[src/hdl/mm_pkg.sv]
// Shared types and codes for the matrix multiplier.
`timescale 1ns / 1ps

package mm_pkg;

   localparam int ELEM_W = 16;
   localparam int PROD_W = 32;
   localparam int SUM_W  = 36;
   localparam int POS_W  = 3;
   localparam int SIZE_W = 4;

   localparam logic [1:0] MODE_LOAD_A  = 2'd0;
   localparam logic [1:0] MODE_LOAD_B  = 2'd1;
   localparam logic [1:0] MODE_COMPUTE = 2'd2;

   localparam logic [SIZE_W-1:0] SIZE_RESET = 4'd8;

   typedef struct packed {
      logic [1:0]               mode;
      logic [POS_W-1:0]         elem_row;
      logic [POS_W-1:0]         elem_col;
      logic signed [ELEM_W-1:0] elem_value;
   } req_type;

   typedef struct packed {
      logic [POS_W-1:0]        out_row;
      logic [POS_W-1:0]        out_col;
      logic signed [SUM_W-1:0] product_value;
      logic                    last;
   } rsp_type;

   // Control that travels down the multiply-accumulate pipeline with each term.
   typedef struct packed {
      logic             valid;
      logic             first;
      logic             last_k;
      logic [POS_W-1:0] row;
      logic [POS_W-1:0] col;
      logic             last;
   } ctl_type;

endpackage

[src/hdl/mm_ram.sv]
// Generic single-write, single-read RAM with registered read data.
`timescale 1ns / 1ps

module mm_ram #(
   parameter int WIDTH = 16,
   parameter int DEPTH = 64,
   localparam int ADDR_W = (DEPTH > 1) ? $clog2(DEPTH) : 1
) (
   input  logic              clock,
   input  logic              wr_en,
   input  logic [ADDR_W-1:0] wr_addr,
   input  logic [WIDTH-1:0]  wr_data,
   input  logic [ADDR_W-1:0] rd_addr,
   output logic [WIDTH-1:0]  rd_data
);

   logic [WIDTH-1:0] mem [DEPTH];
   logic [WIDTH-1:0] rd_data_ff;

   always_ff @(posedge clock) begin
      if (wr_en) begin
         mem[wr_addr] <= wr_data;
      end
      rd_data_ff <= mem[rd_addr];
   end

   assign rd_data = rd_data_ff;

endmodule

[src/hdl/mm_mac.sv]
// Shared multiply-accumulate unit: registered product, then accumulate and emit.
`timescale 1ns / 1ps

module mm_mac
   import mm_pkg::*;
(
   input  logic                     clock,
   input  logic                     reset,
   input  ctl_type                  ctl,
   input  logic signed [ELEM_W-1:0] a_value,
   input  logic signed [ELEM_W-1:0] b_value,
   output logic                     rsp_valid,
   output rsp_type                  rsp_item
);

   logic signed [PROD_W-1:0] prod_ff;
   ctl_type                  ctl_ff;
   logic signed [SUM_W-1:0]  acc_ff;
   logic signed [SUM_W-1:0]  acc_in;
   logic signed [SUM_W-1:0]  prod_ext;
   logic                     rsp_valid_ff;
   rsp_type                  rsp_ff;

   assign prod_ext = {{(SUM_W - PROD_W){prod_ff[PROD_W-1]}}, prod_ff};
   assign acc_in   = ctl_ff.first ? prod_ext : acc_ff + prod_ext;

   always_ff @(posedge clock) begin
      if (reset) begin
         ctl_ff.valid <= 1'b0;
         rsp_valid_ff <= 1'b0;
      end else begin
         ctl_ff.valid <= ctl.valid;
         rsp_valid_ff <= ctl_ff.valid && ctl_ff.last_k;
      end
      prod_ff       <= a_value * b_value;
      ctl_ff.first  <= ctl.first;
      ctl_ff.last_k <= ctl.last_k;
      ctl_ff.row    <= ctl.row;
      ctl_ff.col    <= ctl.col;
      ctl_ff.last   <= ctl.last;
      if (ctl_ff.valid) begin
         acc_ff <= acc_in;
      end
      rsp_ff.out_row       <= ctl_ff.row;
      rsp_ff.out_col       <= ctl_ff.col;
      rsp_ff.product_value <= acc_in;
      rsp_ff.last          <= ctl_ff.last;
   end

   assign rsp_valid = rsp_valid_ff;
   assign rsp_item  = rsp_ff;

endmodule

[src/hdl/matrix_multiply.sv]
// Top level of the square matrix multiplier: load sequencer, RAMs and MAC.
`timescale 1ns / 1ps

// Square matrix multiply C = A x B for sizes up to MAX_N. A beat on the
// request side is taken when start is high and busy is low. A load beat
// (mode load A or load B) writes one Q1.15 element and does not raise busy, so
// loads stream at one per clock; a load outside MAX_N is dropped, as is a
// beat with the unused mode. A compute beat walks all n*n*n terms through
// one shared 16x16 multiplier and 36-bit accumulator, one term per clock,
// with A and B each in a RAM read once per clock. Results leave in
// row-major order, one beat per element, each on rsp_valid for exactly one
// cycle with last on the final one; the receiver cannot stall, so take
// every strobe. Busy stays high from the compute beat until the final
// element has left the multiply pipeline (RAM read, product, accumulate);
// the next beat is taken once busy is low. The matrix_size register is
// written through the csr_ channel while the block is idle; 0 acts as 1 and a
// value above MAX_N acts as MAX_N. Entries of A and B have no reset value:
// read only what you have loaded.
module matrix_multiply
   import mm_pkg::*;
#(
   parameter int MAX_N = 8
) (
   input  logic              clock,
   input  logic              reset,
   input  logic              start,
   output logic              busy,
   input  req_type           req_item,
   output logic              rsp_valid,
   output rsp_type           rsp_item,
   input  logic              csr_valid,
   output logic              csr_ready,
   input  logic [SIZE_W-1:0] csr_data
);

   localparam int IDX_W  = (MAX_N > 1) ? $clog2(MAX_N) : 1;
   localparam int DEPTH  = MAX_N * MAX_N;
   localparam int ADDR_W = (DEPTH > 1) ? $clog2(DEPTH) : 1;

   typedef enum logic [1:0] {
      ST_IDLE,
      ST_ISSUE,
      ST_DRAIN
   } state_type;

   state_type         state_ff, state_in;
   logic [IDX_W-1:0]  i_ff, i_in;
   logic [IDX_W-1:0]  j_ff, j_in;
   logic [IDX_W-1:0]  k_ff, k_in;
   logic [IDX_W-1:0]  nm1_ff, nm1_in;
   logic [SIZE_W-1:0] size_ff;
   logic [SIZE_W-1:0] size_eff;
   ctl_type           ctl_rd_ff;
   ctl_type           ctl_issue;

   logic              accept;
   logic              load_ok;
   logic              we_a, we_b;
   logic [ADDR_W-1:0] wr_addr;
   logic [ADDR_W-1:0] a_rd_addr, b_rd_addr;
   logic [ELEM_W-1:0] a_rd_data, b_rd_data;
   logic              i_end, j_end, k_end;

   // Configuration register: take a write only while idle.
   assign csr_ready = ~busy;

   always_ff @(posedge clock) begin
      if (reset) begin
         size_ff <= SIZE_RESET;
      end else if (csr_valid && csr_ready) begin
         size_ff <= csr_data;
      end
   end

   // Clamp the size in use to 1 .. MAX_N.
   always_comb begin
      if (size_ff == '0) begin
         size_eff = SIZE_W'(1);
      end else if (size_ff > SIZE_W'(MAX_N)) begin
         size_eff = SIZE_W'(MAX_N);
      end else begin
         size_eff = size_ff;
      end
   end

   assign busy   = (state_ff != ST_IDLE);
   assign accept = start && !busy;

   // Loads: drop any beat whose row or column falls outside the array.
   assign load_ok = ({1'b0, req_item.elem_row} < SIZE_W'(MAX_N)) &&
                    ({1'b0, req_item.elem_col} < SIZE_W'(MAX_N));
   assign we_a    = accept && load_ok && (req_item.mode == MODE_LOAD_A);
   assign we_b    = accept && load_ok && (req_item.mode == MODE_LOAD_B);
   assign wr_addr = ADDR_W'(ADDR_W'(IDX_W'(req_item.elem_row)) * ADDR_W'(MAX_N)
                    + ADDR_W'(IDX_W'(req_item.elem_col)));

   // Term addresses: A[i][k] and B[k][j].
   assign a_rd_addr = ADDR_W'(ADDR_W'(i_ff) * ADDR_W'(MAX_N) + ADDR_W'(k_ff));
   assign b_rd_addr = ADDR_W'(ADDR_W'(k_ff) * ADDR_W'(MAX_N) + ADDR_W'(j_ff));

   mm_ram #(
      .WIDTH (ELEM_W),
      .DEPTH (DEPTH)
   ) u_ram_a (
      .clock   (clock),
      .wr_en   (we_a),
      .wr_addr (wr_addr),
      .wr_data (req_item.elem_value),
      .rd_addr (a_rd_addr),
      .rd_data (a_rd_data)
   );

   mm_ram #(
      .WIDTH (ELEM_W),
      .DEPTH (DEPTH)
   ) u_ram_b (
      .clock   (clock),
      .wr_en   (we_b),
      .wr_addr (wr_addr),
      .wr_data (req_item.elem_value),
      .rd_addr (b_rd_addr),
      .rd_data (b_rd_data)
   );

   assign i_end = (i_ff == nm1_ff);
   assign j_end = (j_ff == nm1_ff);
   assign k_end = (k_ff == nm1_ff);

   // Control for the term issued this cycle; it meets the RAM data next cycle.
   always_comb begin
      ctl_issue.valid  = (state_ff == ST_ISSUE);
      ctl_issue.first  = (k_ff == '0);
      ctl_issue.last_k = k_end;
      ctl_issue.row    = POS_W'(i_ff);
      ctl_issue.col    = POS_W'(j_ff);
      ctl_issue.last   = i_end && j_end;
   end

   always_ff @(posedge clock) begin
      if (reset) begin
         ctl_rd_ff.valid <= 1'b0;
      end else begin
         ctl_rd_ff.valid <= ctl_issue.valid;
      end
      ctl_rd_ff.first  <= ctl_issue.first;
      ctl_rd_ff.last_k <= ctl_issue.last_k;
      ctl_rd_ff.row    <= ctl_issue.row;
      ctl_rd_ff.col    <= ctl_issue.col;
      ctl_rd_ff.last   <= ctl_issue.last;
   end

   mm_mac u_mac (
      .clock     (clock),
      .reset     (reset),
      .ctl       (ctl_rd_ff),
      .a_value   (a_rd_data),
      .b_value   (b_rd_data),
      .rsp_valid (rsp_valid),
      .rsp_item  (rsp_item)
   );

   // Sequencer: walk k fastest, then j, then i; drain the pipe after the
   // last term and drop busy once the final element has gone out.
   always_comb begin
      state_in = state_ff;
      i_in     = i_ff;
      j_in     = j_ff;
      k_in     = k_ff;
      nm1_in   = nm1_ff;
      unique case (state_ff)
         ST_IDLE: begin
            if (accept && (req_item.mode == MODE_COMPUTE)) begin
               state_in = ST_ISSUE;
               i_in     = '0;
               j_in     = '0;
               k_in     = '0;
               nm1_in   = IDX_W'(size_eff - SIZE_W'(1));
            end
         end
         ST_ISSUE: begin
            if (!k_end) begin
               k_in = k_ff + IDX_W'(1);
            end else begin
               k_in = '0;
               if (!j_end) begin
                  j_in = j_ff + IDX_W'(1);
               end else begin
                  j_in = '0;
                  if (!i_end) begin
                     i_in = i_ff + IDX_W'(1);
                  end else begin
                     state_in = ST_DRAIN;
                  end
               end
            end
         end
         ST_DRAIN: begin
            if (rsp_valid && rsp_item.last) begin
               state_in = ST_IDLE;
            end
         end
         default: begin
            state_in = ST_IDLE;
         end
      endcase
   end

   always_ff @(posedge clock) begin
      if (reset) begin
         state_ff <= ST_IDLE;
      end else begin
         state_ff <= state_in;
      end
      i_ff   <= i_in;
      j_ff   <= j_in;
      k_ff   <= k_in;
      nm1_ff <= nm1_in;
   end

   // A result beat only appears while a compute run is in progress.
   assert property (@(posedge clock) disable iff (reset)
      rsp_valid |-> busy)
      else $error("result strobe while idle");

   // The final element of a run releases the block on the next cycle.
   assert property (@(posedge clock) disable iff (reset)
      (rsp_valid && rsp_item.last) |=> !busy)
      else $error("busy held after final element");

   // A compute beat always starts a run.
   assert property (@(posedge clock) disable iff (reset)
      (start && !busy && (req_item.mode == MODE_COMPUTE)) |=> busy)
      else $error("compute beat did not start a run");

   // Results leave in row-major order: a non-final beat is never flagged last
   // unless it is at the corner of the active size.
   assert property (@(posedge clock) disable iff (reset)
      (rsp_valid && rsp_item.last) |->
         (rsp_item.out_row == POS_W'(nm1_ff)) && (rsp_item.out_col == POS_W'(nm1_ff)))
      else $error("last flag on wrong element");

endmodule

[config.mk]
export PLATFORM = sky130hd
export DESIGN_NAME = matrix_multiply
export DESIGN_NICKNAME = d
export VERILOG_FILES = /design/src/hdl/mm_pkg.sv /design/src/hdl/mm_ram.sv /design/src/hdl/mm_mac.sv /design/src/hdl/matrix_multiply.sv
export SDC_FILE = /design/constraint.sdc
export NUM_CORES = 2
export LEC_CHECK = 0
export BUFFER_PORTS_ARGS = -buffer_cell sky130_fd_sc_hd__buf_2
export CAP_MARGIN = 5
export CORE_ASPECT_RATIO = 1.75
export CORE_UTILIZATION = 29
export DETAILED_ROUTE_END_ITERATION = 16
export HOLD_SLACK_MARGIN = 0.1
export PLACE_DENSITY = 0.41
export SKIP_CTS_REPAIR_TIMING = 1
export SLEW_MARGIN = 10
export SYNTH_ARGS = -nofsm -noshare
export SYNTH_HDL_FRONTEND = slang
export SYNTH_SLANG_ARGS = --single-unit
[constraint.sdc]
create_clock -name clock -period 12.3 [get_ports clock]
set_input_delay 0.615 -clock clock [delete_from_list [all_inputs] [get_ports clock]]
set_output_delay 0.615 -clock clock [all_outputs]
set_load 0.1 [all_outputs]
; ---- After elaboration in Yosys (flattened, before gate mapping)
; Memory sizes are Yosys's and may differ from the RTL's. A register that Yosys moved wholly into a read port is not among the register bits.
; Index checks and enable logic that the tools add are counted.
[op_classes]
addsub = 8
multipliers = 1
magnitude_cmp = 1
eq_ne = 13
mux = 23
n_bitwise = 1
reduce_logical = 20
[ops]
columns = op, count
row1 = 36-bit by 32-bit adder with 36-bit output, 1
row2 = 36-bit two-way mux, 1
row3 = 16-bit by 16-bit multiplier with 32-bit output, 1
row4 = 3-bit two-way mux, 9
row5 = 6-bit by 3-bit adder with 6-bit output, 3
row6 = 3-bit case mux with 2 select lines, 3
row7 = 2-bit two-way mux, 5
row8 = 5-bit AND reduction, 2
row9 = "3-bit by 1-bit adder with 3-bit output, second input constant", 3
row10 = 3-bit == test, 3
row11 = 1-bit logical AND, 8
row12 = "2-bit by 1-bit inequality test with 1-bit output, second input constant", 3
row13 = "2-bit inequality test, second input constant", 3
row14 = 2-bit case mux with 3 select lines, 1
row15 = "2-bit by 1-bit == test with 1-bit output, second input constant", 2
row16 = "2-bit == test, second input constant", 2
row17 = "4-bit greater-than comparator, second input constant", 1
row18 = 2-bit logical NOT, 2
row19 = 4-bit logical NOT, 1
row20 = 1-bit two-way mux, 4
row21 = 2-bit AND reduction, 2
row22 = 2-bit nonzero test, 2
row23 = 3-bit logical NOT, 1
row24 = 3-bit AND reduction, 1
row25 = 3 further kinds, 3
[totals]
regBits = 150
ram_bits = 2048
input_bits = 32
out_inout_bits = 46
word_cells = 94
memories = 2
[memory_table]
columns = memory, words, width, read_ports, rd_clocked_by_memory_dff, wr, line
row1 = u_ram_a.mem, 64, 16, 1, 1, 1, mm_ram.sv:17  ; logic [WIDTH-1:0] mem [DEPTH];
row2 = u_ram_b.mem, 64, 16, 1, 1, 1, mm_ram.sv:17

; ---- Depth between registers and ports, before layout
[logic_depth]
ltp_word = 6
ltp_mapped = 24
mapped_depth_nobuf = 22

; ---- By module
; From an unflattened synthesis, not the netlist that was laid out.
[unflattened]
hier_cells = 5318
area_unflattened_um2 = 96383.7
[modules_own_cells]
columns = module, instances, cells_per_inst, area_per_inst_um2, seq_area_each_um2
row1 = mm_ram, 2, 1829, 40042.2, 31069.8
row2 = mm_mac, 1, 1558, 15070.7, 2802.7
row3 = matrix_multiply, 1, 102, 1228.7, 680.7

; ---- Worst setup path after synthesis
; Ideal clock, no wire load.
[synth_path]
path_kind = flip-flop to flip-flop
startpoint = reg u_ram_b.rd_data_ff[1], in the netlist u_ram_b.rd_data[1] (read register of u_ram_b.mem)
endpoint = reg u_mac.prod_ff[31]
setup_ns = 0.124
arrival_ns = 5.815
required_time_ns = 12.176
path_slack_ns = 6.361
path_stages_with_launch = 23
n_path_buf = 1
period_less_slack_ns = 5.939
cell_sequence = dfxtp_1 > clkbuf_1 > nand2_1 > inv_1 > fa_1 > fa_1 > inv_1 > fa_1 > fa_1 > inv_1 > fa_1 > inv_1 > fa_1 > inv_1 > ha_1 > nand3_1 > or2_2 > nand2b_1 > o22a_1 > o41ai_1 > o31ai_1 > o41ai_2 > xnor2_1
[synth_via]
elab_chain_cells = 1
[synth_lines]
columns = element, line
row1 = from (decl), mm_ram.sv:18  ; logic [WIDTH-1:0] rd_data_ff;
row2 = 16-bit by 16-bit multiplier with 32-bit output, mm_mac.sv:35  ; prod_ff <= a_value * b_value;
row3 = to (signal assigned), mm_mac.sv:35
row4 = to (decl), mm_mac.sv:16  ; logic signed [PROD_W-1:0] prod_ff;
; No other way between the ends.
; A chain may end at the register's enable or synchronous reset.

; ---- Final worst setup path
[layout_path]
startpoint = reg u_ram_a.rd_data_ff[10], in the netlist u_ram_a.rd_data[10] (read register of u_ram_a.mem)
endpoint = reg u_mac.prod_ff[31]
[layout_via]
elab_chain_cells = 1
[layout_lines]
columns = element, line
row1 = from (decl), mm_ram.sv:18
row2 = 16-bit by 16-bit multiplier with 32-bit output, mm_mac.sv:35
; No other way between the ends.

==> summary.md <==
| Metric | Value |
|---|---|
| Status | finished, final reports clean |
| Post-Syn Instances | 4714 |
| Total global routing overflow | 0 |
| Pint | 18.4 mW |
| Via Count | 44400 |
| Clock power frac | 0.227 |
| Post-synthesis sequential area ratio | 0.694 |
| Core Box Area | 0.325 sq mm |
| Post-synth EDFFs | 2096 |
| Final Hold Violating Endpoints | 0 |
| First-pass GRT wire length | 377000 um |
| Final cell count without fillers | 9508 |
| Routed wire length | 264000 um |
| Fillers | 30900 |
| Reg power frac | 0.298 |
| Die Y-Extent | 757 um |
| Most used flip-flop cell after synthesis | edfxtp_1 |
| Initial antenna violation count | 21 |
| Combinational share of power | 0.475 |
| First-pass DRT Iterations | 5 |
| Clock tree from TritonCTS | done |
| Fin util | 0.333 |
| Max Transition Viols Final | 0 |
| Largest area contributor in the netlist | edfxtp_1 |
| Final net count | 5398 |
| Slew HR | 0.232 |
| Clock slew at reported path FFs | 0.06 ns |
| # setup viols final | 0 |
| Initial Util | 0.291 |
| Multi-input gate area | 0.0270 sq mm |
| P_sw | 11.3 mW |
| Drt drc | 0 |
| Seq. cell area | 0.0656 sq mm |
| Switching Fraction | 0.379 |
| Post-DP HPWL | 172000 um |
| Peak supply drop | 0.480 mV |
| Fmax | 0.146 GHz |
| Total nets after synthesis | 5131 |
| Remaining antenna violation count | 0 |
| Critical path type | register to register |
| Final Power | 29.7 mW |
| LEAKAGE | 35.3 nW |
| Largest net degree at the start of global routing | 122 |
| Clock Skews | 0.0416 ns |
| Top-area cell type share of the netlist area | 0.666 |
| Commonest non-fill, non-tap cell in the layout | edfxtp_1 |
| Synthesis warning total | 0 |
| Setup tns final | 0 ns |
| Clk sinks | 2230 |
| Die Area | 0.328 sq mm |
| PwrDens | 275 mW/mm^2 |
| Post-layout min period | 6.84 ns |
| Max_cap viols | 0 |
| Io pins | 78 |
| Max FO, Critical Path | 16 |
| Syn Std Cell Area | 0.0946 sq mm |
| Synth cell types | 61 |
| Placed cells | 9072 |
| Final Cycle Share | 0.556 |
| Area growth, synth to finish | 14.4% |
| GP Congestion | 0.768 |
| CP Launch Type | register |
| Register bit count reported by yosys | 2230 |
| Ratio of cells with drive above 1 in the final layout | 0.246 |
| Mapped Avg Cell Area | 20.1 sq um |
| Async SR Flop Fraction | 0 |
| Row cnt | 277 |
| Largest cells by area after synthesis | edfxtp_1, mux4_2, fa_1, dfxtp_1, ha_1 |
| CP arrival | 7.65 ns |
| WL/cell | 27.8 um |
| Vias/cell | 4.67 |
| DR iter-0 viols | 2954 |
| Vias in the first global route | 49400 |
| Worst Hold Class | input pin to register |
| Root buffer cell | clkbuf_16 |
| Chip Width | 434 um |
| # port buffers | 77 |
| Worst endpoint required time | 13.12 ns |
| CTS Buffer Depth | 4 |
| Worst-Margin Slew | 1.15 ns |
| RSZ-0062 raised after global routing | false |
| Clk_lat worst skew | 0.90 ns |
| Most frequent cells in the layout | edfxtp_1, mux4_2, inv_1 |
| Global Route Usage Sum | 0.162 |
| Htree depth | 4 |
| CP endpoint kind | register |
| Num CTS Buffers | 221 |
[layer usage]
layer  track usage  part of all wire
met1         0.174              0.36
met4        0.0497             0.027
met5             0           0.00019
met2         0.322              0.58
met3        0.0201             0.030
[sequential cells by signal (all words and copies together) (netlist names), 4 cells and up]
| signal | cells |
|---|---|
| u_ram_b.mem | 1024 |
| u_ram_b.rd_data | 16 |
| u_mac.ctl_ff | 10 |
| u_mac.acc_ff | 36 |
| u_ram_a.mem | 1024 |
| ctl_rd_ff | 10 |
| u_mac.rsp_item | 43 |
| u_ram_a.rd_data | 16 |
| size_ff | 4 |
| u_mac.prod_ff | 32 |
[stage by stage]
stage	setup slack (ns)	instance area, sq um	hold slack, ns
3_5_place_dp	5.30	101000	0.315
6_report	5.46	108000	0.157
2_1_floorplan	6.36	94600	0.310
5_1_grt	5.02	108000	0.133
3_3_place_gp	5.23	101000	0.316
4_1_cts	5.32	108000	-0.0605
[logic make-up after synthesis]
group                    Yosys count  share of synthesized area
flip-flops                      2230                      0.694
multiplexers                     675                      0.160
AND/OR/NAND/NOR                  609                     0.0299
buffers and inverters            526                     0.0225
adder cells (fa/ha/maj)          385                     0.0718
AO/OA/AOI/OAI                    217                     0.0148
XOR/XNOR                          72                    0.00667
[area by class of cell]
cell class | instances | share of cell area
Clock buffer | 287 | 0.0556
Tap cell | 4324 | 0.0500
Sequential cell | 2230 | 0.607
Multi-Input combinational cell | 1958 | 0.249
Clock inverter | 114 | 0.00935
Antenna cell | 25 | 0.000578
Inverter | 318 | 0.0110
Timing Repair Buffer | 252 | 0.0172
[synth_stat cells (3+ instances only)]
cell,instances
edfxtp_1,2096
mux4_2,672
nor4_1,3
nand2_1,189
nor2_1,199
ha_1,122
o31a_1,3
and3_1,6
o21bai_1,9
a221oi_1,4
a21boi_0,5
a21o_1,23
xor2_1,29
o31ai_1,8
xnor2_1,43
nand2b_1,16
or2_2,3
dfxtp_1,134
nor3b_1,5
fa_1,263
clkbuf_1,112
buf_2,46
a31oi_1,7
o211ai_1,4
buf_1,33
o21ai_1,4
nand4_1,4
buf_6,8
nor2b_1,11
a211o_1,4
inv_1,318
nand3b_1,5
or3_1,3
a21oi_1,61
buf_4,9
o21a_1,6
and2_1,134
nor3_1,5
nand3_1,22
o21ai_0,50
a211oi_1,9
[critical path, stage by stage (launching register included)]
cell	delay, ns
dfxtp_1	0.79
nand2_1	0.17
fa_1	0.54
fa_1	0.58
fa_1	0.45
fa_1	0.55
inv_1	0.05
fa_1	0.48
inv_1	0.05
fa_1	0.48
inv_1	0.04
ha_1	0.33
a21oi_1	0.19
o21bai_1	0.15
o31ai_2	0.44
nand2_1	0.24
o41ai_1	0.59
o31ai_1	0.22
o41ai_2	0.26
xnor2_1	0.16
[worst paths after layout]
kind / from / to / slack, ns / depth (start not counted)
worst max-delay path: u_ram_a.rd_data[10]$_DFF_P_ / u_mac.prod_ff[31]$_DFF_P_ / 5.46 / 19
worst min-delay path: csr_data[3] / size_ff[3]$_SDFFE_PP1P_ / 0.16 / 3
worst max register to register: u_ram_a.rd_data[10]$_DFF_P_ / u_mac.prod_ff[31]$_DFF_P_ / 5.46 / 19
worst min register to register: u_mac.ctl_ff[2]$_DFF_P_ / u_mac.rsp_item[38]$_DFF_P_ / 0.33 / 0
[power by group through the flow]
stage | Clock, mW | Sequential (mW) | Combinational, mW
after floorplan | 0 | 9.39 | 10.6
after global placement | 0 | 9.02 | 14.4
after detailed placement | 0 | 9.03 | 14.5
after CTS | 6.96 | 8.86 | 14.5
after global routing | 7.19 | 8.87 | 16.3
final | 6.73 | 8.86 | 14.1
(Power assumes the default switching activity.)
